`config.mk`:
```
export PLATFORM = sky130hd
export DESIGN_NAME = escaped_frame_receiver_checksum
export DESIGN_NICKNAME = d
export VERILOG_FILES = /design/src/rtl/core/efrc_pkg.sv /design/src/rtl/core/escaped_frame_receiver_checksum.sv
export SDC_FILE = /design/constraint.sdc
export NUM_CORES = 1
export LEC_CHECK = 0
export ABC_AREA = 1
export BUFFER_PORTS_ARGS = -buffer_cell sky130_fd_sc_hd__buf_2
export CORE_UTILIZATION = 25
export DETAILED_ROUTE_END_ITERATION = 10
export PLACE_DENSITY_LB_ADDON = 0.05
export SETUP_SLACK_MARGIN = 0.15
export SYNTH_ARGS = -nofsm -noshare
export SYNTH_HDL_FRONTEND = slang
export SYNTH_SLANG_ARGS = --single-unit
```
`constraint.sdc`:
```
create_clock -name clk -period 4.7 [get_ports clk]
set_input_delay 0.705 -clock clk [delete_from_list [all_inputs] [get_ports clk]]
set_output_delay 0.705 -clock clk [all_outputs]
set_load 0.02 [all_outputs]
```
`src/rtl/core/efrc_pkg.sv`:
```
// Package for the escaped frame receiver with additive checksum.
// Holds the framing byte codes, escape codes and frame status codes.
// No dependencies.
package efrc_pkg;

  localparam logic [7:0] BYTE_START = 8'hAA;
  localparam logic [7:0] BYTE_END   = 8'hCC;
  localparam logic [7:0] BYTE_ESC   = 8'hBB;
  localparam logic [7:0] ESC_START  = 8'h55;
  localparam logic [7:0] ESC_ESC    = 8'h44;
  localparam logic [7:0] ESC_END    = 8'h33;

  localparam logic [1:0] ST_GOOD   = 2'd0;
  localparam logic [1:0] ST_BADSUM = 2'd1;
  localparam logic [1:0] ST_ABORT  = 2'd2;
  localparam logic [1:0] ST_EMPTY  = 2'd3;

  localparam logic [7:0] ERR_MAX = 8'hFF;

  typedef struct packed {
    logic [7:0] error_count;
    logic [7:0] payload_byte;
  } out_data_t;

endpackage

```
`src/rtl/core/escaped_frame_receiver_checksum.sv`:
```
// Escaped frame receiver: top level and only module of the block.
// Depends on efrc_pkg for byte codes, status codes and the output word type.
//
// Usage:
//   Slave channel s_* takes one raw line byte per request in s_tdata.
//   Master channel m_* returns payload bytes (m_tlast low, m_tuser good)
//   and one status request per closed or aborted frame (m_tlast high,
//   payload zero, m_tuser the frame status). m_tdata carries the error
//   count in its upper byte.
//   Output: a result enters the output register, or the skid register while
//   that one is full, when the byte that caused it is taken; payload bytes are
//   held back by one byte so the last one can be checked as the checksum.
//   Throughput: one byte per cycle while s_tready is high, set by the single
//   register stage of the decode logic; a two-entry output stage (output and
//   skid register) keeps s_tready high while one result waits for m_tready.
//   Reset: synchronous, clears the frame state, the error count and both
//   output entries.
//   Stall: when both output entries are full, s_tready drops until the
//   receiver takes a result.
module escaped_frame_receiver_checksum (
  input  logic       clk,
  input  logic       rst,
  input  logic       s_tvalid,
  output logic       s_tready,
  input  logic [7:0] s_tdata,   // [7:0] rx_byte
  output logic       m_tvalid,
  input  logic       m_tready,
  output logic [15:0] m_tdata,  // [7:0] payload_byte, [15:8] error_count
  output logic       m_tlast,   // frame_end
  output logic [1:0] m_tuser    // [1:0] frame_status
);
  import efrc_pkg::*;

  logic       in_frame, in_frame_next;
  logic       escape_pending, escape_pending_next;
  logic       have_held, have_held_next;
  logic [7:0] held_byte, held_byte_next;
  logic [7:0] running_sum, running_sum_next;
  logic [7:0] errors_seen, errors_seen_next;

  logic       res_valid;
  logic [7:0] res_payload;
  logic       res_end;
  logic [1:0] res_status;
  logic       count_err;
  logic       clear_err;
  logic       data_valid;
  logic [7:0] data_byte;

  logic       skid_valid;
  out_data_t  out_data, skid_data;
  logic       out_last, skid_last;
  logic [1:0] out_user, skid_user;

  logic accept, push, pop;

  assign s_tready = !skid_valid;
  assign accept   = s_tvalid && s_tready;
  assign push     = accept && res_valid;
  assign pop      = m_tvalid && m_tready;

  always_comb begin
    in_frame_next       = in_frame;
    escape_pending_next = escape_pending;
    have_held_next      = have_held;
    held_byte_next      = held_byte;
    running_sum_next    = running_sum;
    res_valid           = 1'b0;
    res_payload         = 8'd0;
    res_end             = 1'b0;
    res_status          = ST_GOOD;
    count_err           = 1'b0;
    clear_err           = 1'b0;
    data_valid          = 1'b0;
    data_byte           = s_tdata;

    if (s_tdata == BYTE_START) begin
      if (in_frame) begin
        count_err  = 1'b1;
        res_valid  = 1'b1;
        res_end    = 1'b1;
        res_status = ST_ABORT;
      end
      in_frame_next       = 1'b1;
      escape_pending_next = 1'b0;
      have_held_next      = 1'b0;
      held_byte_next      = 8'd0;
      running_sum_next    = 8'd0;
    end else if (in_frame) begin
      if (s_tdata == BYTE_END) begin
        in_frame_next       = 1'b0;
        escape_pending_next = 1'b0;
        res_valid           = 1'b1;
        res_end             = 1'b1;
        if (!have_held) begin
          count_err  = 1'b1;
          res_status = ST_EMPTY;
        end else if (running_sum == held_byte) begin
          clear_err  = 1'b1;
          res_status = ST_GOOD;
        end else begin
          count_err  = 1'b1;
          res_status = ST_BADSUM;
        end
        have_held_next   = 1'b0;
        held_byte_next   = 8'd0;
        running_sum_next = 8'd0;
      end else if (!escape_pending) begin
        if (s_tdata == BYTE_ESC) begin
          escape_pending_next = 1'b1;
        end else begin
          data_valid = 1'b1;
        end
      end else begin
        escape_pending_next = 1'b0;
        case (s_tdata)
          ESC_START: begin
            data_valid = 1'b1;
            data_byte  = BYTE_START;
          end
          ESC_ESC: begin
            data_valid = 1'b1;
            data_byte  = BYTE_ESC;
          end
          ESC_END: begin
            data_valid = 1'b1;
            data_byte  = BYTE_END;
          end
          default: count_err = 1'b1;
        endcase
      end
    end

    if (data_valid) begin
      if (have_held) begin
        res_valid        = 1'b1;
        res_payload      = held_byte;
        running_sum_next = running_sum + held_byte;
      end
      held_byte_next = data_byte;
      have_held_next = 1'b1;
    end

    if (clear_err) begin
      errors_seen_next = 8'd0;
    end else if (count_err && errors_seen != ERR_MAX) begin
      errors_seen_next = errors_seen + 8'd1;
    end else begin
      errors_seen_next = errors_seen;
    end
  end

  always_ff @(posedge clk) begin
    if (rst) begin
      in_frame       <= 1'b0;
      escape_pending <= 1'b0;
      have_held      <= 1'b0;
      held_byte      <= 8'd0;
      running_sum    <= 8'd0;
      errors_seen    <= 8'd0;
    end else if (accept) begin
      in_frame       <= in_frame_next;
      escape_pending <= escape_pending_next;
      have_held      <= have_held_next;
      held_byte      <= held_byte_next;
      running_sum    <= running_sum_next;
      errors_seen    <= errors_seen_next;
    end
  end

  always_ff @(posedge clk) begin
    if (rst) begin
      m_tvalid   <= 1'b0;
      skid_valid <= 1'b0;
    end else if (push) begin
      if (!m_tvalid || pop) begin
        m_tvalid <= 1'b1;
      end else begin
        skid_valid <= 1'b1;
      end
    end else if (pop) begin
      if (skid_valid) begin
        skid_valid <= 1'b0;
      end else begin
        m_tvalid <= 1'b0;
      end
    end
  end

  always_ff @(posedge clk) begin
    if (push) begin
      if (!m_tvalid || pop) begin
        out_data.payload_byte <= res_payload;
        out_data.error_count  <= errors_seen_next;
        out_last              <= res_end;
        out_user              <= res_status;
      end else begin
        skid_data.payload_byte <= res_payload;
        skid_data.error_count  <= errors_seen_next;
        skid_last              <= res_end;
        skid_user              <= res_status;
      end
    end else if (pop && skid_valid) begin
      out_data <= skid_data;
      out_last <= skid_last;
      out_user <= skid_user;
    end
  end

  assign m_tdata = out_data;
  assign m_tlast = out_last;
  assign m_tuser = out_user;

endmodule

```
Word level (Yosys, flattened, before mapping)
Cells that the tools add are included.

Mux-type cells: 76. Reductions and logical operators: 20. Add/subtract/negate cells: 2. Eq/ne operators: 11. Bitwise logic cells: 1.

Operators by type and width (number): two-way mux 8 bit (17); two-way mux 16 bit (3); two-way mux 1 bit (47); == test 8 bit (second input constant) (3); one-hot mux 8 bit (3 select lines) (1); == test 8 x 7 -> 1 bit (second input constant) (2); two-way mux 2 bit (8); adder 8 x 1 -> 8 bit (second input constant) (1); adder 8 bit (1); == test 8 x 6 -> 1 bit (second input constant) (1); == test 8 bit (1); inequality test 8 bit (second input constant) (1); AND reduction 2 bit (4); AND reduction 3 bit (2); nonzero test 2 bit (3); nonzero test 3 bit (2); logical AND 1 bit (5); inequality test 2 x 1 -> 1 bit (second input constant) (2); OR reduction 3 bit (1); zero test 1 bit (2); inequality test 2 bit (second input constant) (1); logical OR 1 bit (1); NOT 1 bit (1).

Input port bits: 12. Output and inout port bits: 21. Word-level logic and storage cells: 126. Register bits: 67.

Logic depth before layout (Yosys ltp)
Depth after elaboration: 12. Gate-level depth with buffers: 13. Gate-level depth less buffers: 12.

Worst setup path before layout
OpenSTA, ideal clock, no wires.

Path kind: in2reg. From: input port s_tdata[2]. To: register out_data (netlist bit m_tdata[0]) (enable). Data required time: 4.299 ns. Setup slack: 1.675 ns. Library setup time: 0.401 ns. Buffers on the path: 1. Cell stages on the path: 10. Arrival time: 2.624 ns. Path through: nor2_1 > nand2_1 > nor2_2 > nor2_1 > nand2_2 > nand3_4 > nand2_1 > nand2_2 > buf_2 > a21oi_1.

Word-level cells in the longest chain between the ends: 11. Elaborated cells on any way between the ends: 22. Those cells by class: eq/ne: 7; mux: 11; reduce/logical: 4.

RTL lines: start, declared (RTL line escaped_frame_receiver_checksum.sv:25) `input logic [7:0] s_tdata,`; == test 8 x 6 -> 1 bit or == test 8 x 7 -> 1 bit (tied branches) (RTL line escaped_frame_receiver_checksum.sv:116) `case (s_tdata)`; OR reduction 3 bit (no source line); two-way mux 1 bit (RTL line escaped_frame_receiver_checksum.sv:116); two-way mux 1 bit (RTL line escaped_frame_receiver_checksum.sv:108) `end else if (!escape_pending) begin`; two-way mux 1 bit (RTL line escaped_frame_receiver_checksum.sv:90) `if (s_tdata == BYTE_END) begin`; two-way mux 1 bit (RTL line escaped_frame_receiver_checksum.sv:89) `end else if (in_frame) begin`; two-way mux 1 bit (RTL line escaped_frame_receiver_checksum.sv:77) `if (s_tdata == BYTE_START) begin`; two-way mux 1 bit * (RTL line escaped_frame_receiver_checksum.sv:134) `if (data_valid) begin`; logical AND 1 bit * (RTL line escaped_frame_receiver_checksum.sv:59) `assign push = accept && res_valid;`; inequality test 2 x 1 -> 1 bit (no source line) or nonzero test 2 bit (tied branches); AND reduction 2 bit (no source line) *; end signal, assigned (RTL line escaped_frame_receiver_checksum.sv:204) `out_data <= skid_data;`; end, declared (RTL line escaped_frame_receiver_checksum.sv:51) `out_data_t out_data, skid_data;`.

Every way passes the cells marked *; elsewhere a longest branch is shown, timed or not. A chain may end at the register's enable or synchronous reset.

Worst setup path after layout
From: input port s_tdata[4]. To: register skid_data[5] (netlist bit) (enable).

Word-level cells in the longest chain between the ends: 10. Elaborated cells on any way between the ends: 20. Those cells by class: eq/ne: 6; mux: 11; reduce/logical: 3.

RTL lines (RTL line): == test 8 x 6 -> 1 bit or == test 8 x 7 -> 1 bit (tied branches) (escaped_frame_receiver_checksum.sv:116); OR reduction 3 bit (no source line); two-way mux 1 bit (escaped_frame_receiver_checksum.sv:116); two-way mux 1 bit (escaped_frame_receiver_checksum.sv:108); two-way mux 1 bit (escaped_frame_receiver_checksum.sv:90); two-way mux 1 bit (escaped_frame_receiver_checksum.sv:89); two-way mux 1 bit (escaped_frame_receiver_checksum.sv:77); two-way mux 1 bit * (escaped_frame_receiver_checksum.sv:134); logical AND 1 bit * (escaped_frame_receiver_checksum.sv:59); AND reduction 2 bit (no source line) *; end, declared (escaped_frame_receiver_checksum.sv:51).

Marks and branches as above.

==> summary.md <==
| Metric | Value |
|---|---|
| Count of non-filler cells in the finished layout | between 600 and 700 |
| Placed instance area | roughly 4000 µm² |
| First-pass detailed-route iteration total | 4 |
| CTS resizes | 0 |
| Setup_tns | 0 ns |
| Area Overhead vs Synth | 17.2% |
| RSZ-0062 raised after global routing | false |
| Clock root buffer | clkbuf_16 |
| Antenna Cells | 0 |
| Routed WL | 9590 µm |
| NumNets Final | 530 |
| Distinct cell type count after synthesis | 35 |
| Worst path cell trace | buf_2 > inv_2 > nand2_1 > a21oi_2 > nand2_1 > nand2_2 > nand3_4 > nand2_1 > nand2_2 > clkinv_2 > nand2_1 > inv_1 |
| Core area | about 14,000 µm² |
| Tcrit/Tclk final | 0.637 |
| Finished layout cell area | about 4300 µm² |
| Mapped Area | 3690 µm² |
| Clock group share of total power | 0.487 |
| Gr usage total | 0.139 |
| Clock Skews | a little over 0.01 ns |
| Crit path max-delay family | simple AND/OR/NAND/NOR gates |
| Worst IR Drop VDD | roughly 0.00014 V |
| Cell mode on critical path | nand2_1 |
| Fin crit period | approximately 3.0 ns |
| Hold Fails Final Rpt | 0 |
| Worst Tran Pin Value | ~0.77 ns |
| R2R Setup Slk | around 1.9 ns |
| Iter 0 DRT Violations | 195 |
| Leakage | 1.82 nW |
| Critical Path Fanout Max | 30 |
| Worst R2R End | skid_data[5] |
| YS warnings | 0 |
| Internal | roughly 1.1 mW |
| Mean post-synth cell area | a little under 8 µm² |
| Die height | 124 µm |
| Gpl congestion | roughly 0.75 |
| CP Class | in2reg |
| Initial Util | 0.255 |
| Sink Count | 67 |
| Grt ovf | 0 |
| Vias per cell | 4.43 |
| Initial antenna violation count | 0 |
| Core Rows | 44 |
| Slew Viols, Final | 0 |
| Flops & latches, synth | 67 |
| CP required | approximately 4.7 ns |
| Setup violators final | 0 |
| CTS Buf Count | 9 |
| H-tree depth | 3 |
| CP peak stage delay | about 0.58 ns |
| Share of post-route cells with drive strength above 1 | 0.144 |
| Cell depth of the worst setup path | 12 |
| Final ANT Viol Nets | 0 |
| Commonest non-fill, non-tap cell in the layout | nand2_1 |
| HP Class | reg2reg |
| Total die area | roughly 15,000 µm² |
| Sequential share of power | 0.459 |
| Gate count of the mapped netlist | around 480 |
| Max Fclk | roughly 330 MHz |
| Largest net degree at the start of global routing | 39 |
| Die X-Extent | 124 µm |
| Hold wc startpoint | running_sum[0] |
| Net switching power of the design | 0.315 mW |
| Worst Hold Depth | 2 |
| Postcts setup bufs | 0 |
| Worst-path clk slew | about 0.05 ns |
| Ports | 33 |
| Crit. End Element | register |
| Vias in the first global route | 2,956 |
| R2R depth | 8 |
| Worst-skew pair later-pin latency | about 0.34 ns |
| Final HPWL DP | 7030 µm |
| WP buf/inv | 4 |
| Register area share after synthesis | 0.466 |
| R2R Path Start | in_frame |
| Hold Path End | running_sum[0] |
| Dpl cells | around 680 |
| Switch share | 0.230 |
| Startpoint Class | input pin |
| First-pass GRT wire length | between 15,000 and 20,000 µm |
| Max-cap violations | 0 |
| Filler instances | between 1,500 and 2,000 |
| CTS tree | done |
| Slowest stage cell, crit path | inv_1 |
| Comb pwr share | 0.054 |
| Vias | roughly 3,100 |
| Input/output buffers | 32 |
| DR WL/cell | 13.7 µm |
| CP arrival | about 3.0 ns |
| # DRC | 0 |
| Status | finished, final reports clean |
| Power per standard cell area | 316 nW/µm² |
| # hold bufs at CTS | 0 |
| Final worst slack | between 1.5 and 2 ns |
| Slew headroom | 0.488 |
| Setup WS pre-CTS | approximately 1.3 ns |
| Longest Clk Path Bufs | 2 |
| Syn nets | approximately 500 |
| Most frequent cells in the layout | nand2_1, inv_1, edfxtp_1 |
## metal layers
layer | part of all wire | GRT usage
met5 | 0 | 0
met4 | 0.015 | 0.0542
met3 | 0.040 | 0.0327
met2 | 0.41 | 0.201
met1 | 0.54 | 0.199
## metrics by stage
stage / hold WS (ns) / util / total power, mW
2_1_floorplan: 0.458 / - / 0.691
3_3_place_gp: 0.479 / 0.279 / 0.716
3_5_place_dp: 0.485 / 0.279 / 0.716
4_1_cts: 0.494 / 0.299 / 1.40
5_1_grt: 0.517 / 0.299 / 1.43
6_report: 0.492 / 0.299 / 1.37
## power by group through the flow
stage	clock network, mW	logic, mW	registers (mW)
2_1_floorplan	0	0.0519	0.639
3_5_place_dp	0	0.0751	0.641
3_3_place_gp	0	0.0747	0.641
4_1_cts	0.692	0.0753	0.629
5_1_grt	0.713	0.0851	0.630
6_report	0.667	0.0743	0.629
## worst max path at each step
stage	start	endpoint	slack, ns
floorplan	s_tdata[2]	m_tdata[0]	1.67
finish	s_tdata[4]	skid_data[5]	1.71
global route	s_tdata[4]	skid_data[11]	1.39
global placement	s_tdata[4]	skid_data[10]	1.33
detailed placement	s_tdata[4]	skid_data[11]	1.26
CTS	s_tdata[4]	skid_data[11]	1.62
## area by class of cell
cell class / instances / area [µm²] / share of cell area
Inverter: 65 / 245 / 0.0567
Clock inverter: 5 / 55.1 / 0.0127
Timing Repair Buffer: 34 / 175 / 0.0405
Clock buffer: 11 / 233 / 0.0538
Sequential cell: 67 / 1720 / 0.398
Tap cell: 184 / 230 / 0.0532
Multi-Input combinational cell: 332 / 1670 / 0.385
## state kept, by name (all words and copies together), names as in the netlist
signal	flops
m_tdata	16
skid_data	16
errors_seen	8
held_byte	8
running_sum	8
m_tuser	2
skid_user	2
escape_pending	1
have_held	1
in_frame	1
m_tlast	1
m_tvalid	1
skid_last	1
skid_valid	1
## synthesized netlist by cell type
cell | instances | area, µm²
a21oi_1 | 34 | 170
nor2_2 | 3 | 18.8
nor2_4 | 2 | 22.5
nor3_2 | 2 | 20.0
clkbuf_1 | 6 | 22.5
o211ai_1 | 2 | 15.0
xnor2_1 | 2 | 17.5
buf_1 | 1 | 3.75
buf_6 | 1 | 11.3
o21bai_1 | 2 | 15.0
or2_2 | 2 | 12.5
a31oi_1 | 4 | 25.0
xor2_1 | 7 | 61.3
o21ai_1 | 9 | 45.0
ha_1 | 8 | 100
edfxtp_1 | 38 | 1140
inv_1 | 58 | 218
nor3_1 | 3 | 15.0
nand4_1 | 11 | 68.8
inv_2 | 6 | 22.5
nor3_4 | 1 | 16.3
nand3_4 | 1 | 17.5
nand3_1 | 33 | 165
fa_1 | 1 | 20.0
o21ai_0 | 25 | 125
nand3b_1 | 1 | 7.51
a21oi_2 | 2 | 17.5
dfxtp_1 | 29 | 581
a21boi_0 | 1 | 7.51
nor2_1 | 30 | 113
nor4_1 | 2 | 12.5
nand2_1 | 138 | 518
clkinv_2 | 1 | 5.00
nand2_2 | 6 | 37.5
buf_2 | 5 | 25.0
## cells by family (layout without fill, tap and decap cells)
kind of cell | after synthesis | count (layout) | share of synthesized area
AO/OA/AOI/OAI | 79 | 79 | 0.114
AND/OR/NAND/NOR | 235 | 235 | 0.283
buffers and inverters | 78 | 115 | 0.0833
adder cells (fa/ha/maj) | 9 | 9 | 0.0325
XOR/XNOR | 9 | 9 | 0.0213
flip-flops | 67 | 67 | 0.466
## worst register-to-register path, delay by kind of cell (launching register included)
| family | cells | cell delay (ns) |
|---|---|---|
| flops | 1 | 0.49 |
| buf+inv | 2 | 0.74 |
| simple gates | 6 | 1.17 |
Note: power is estimated with default switching activity, not from simulation.
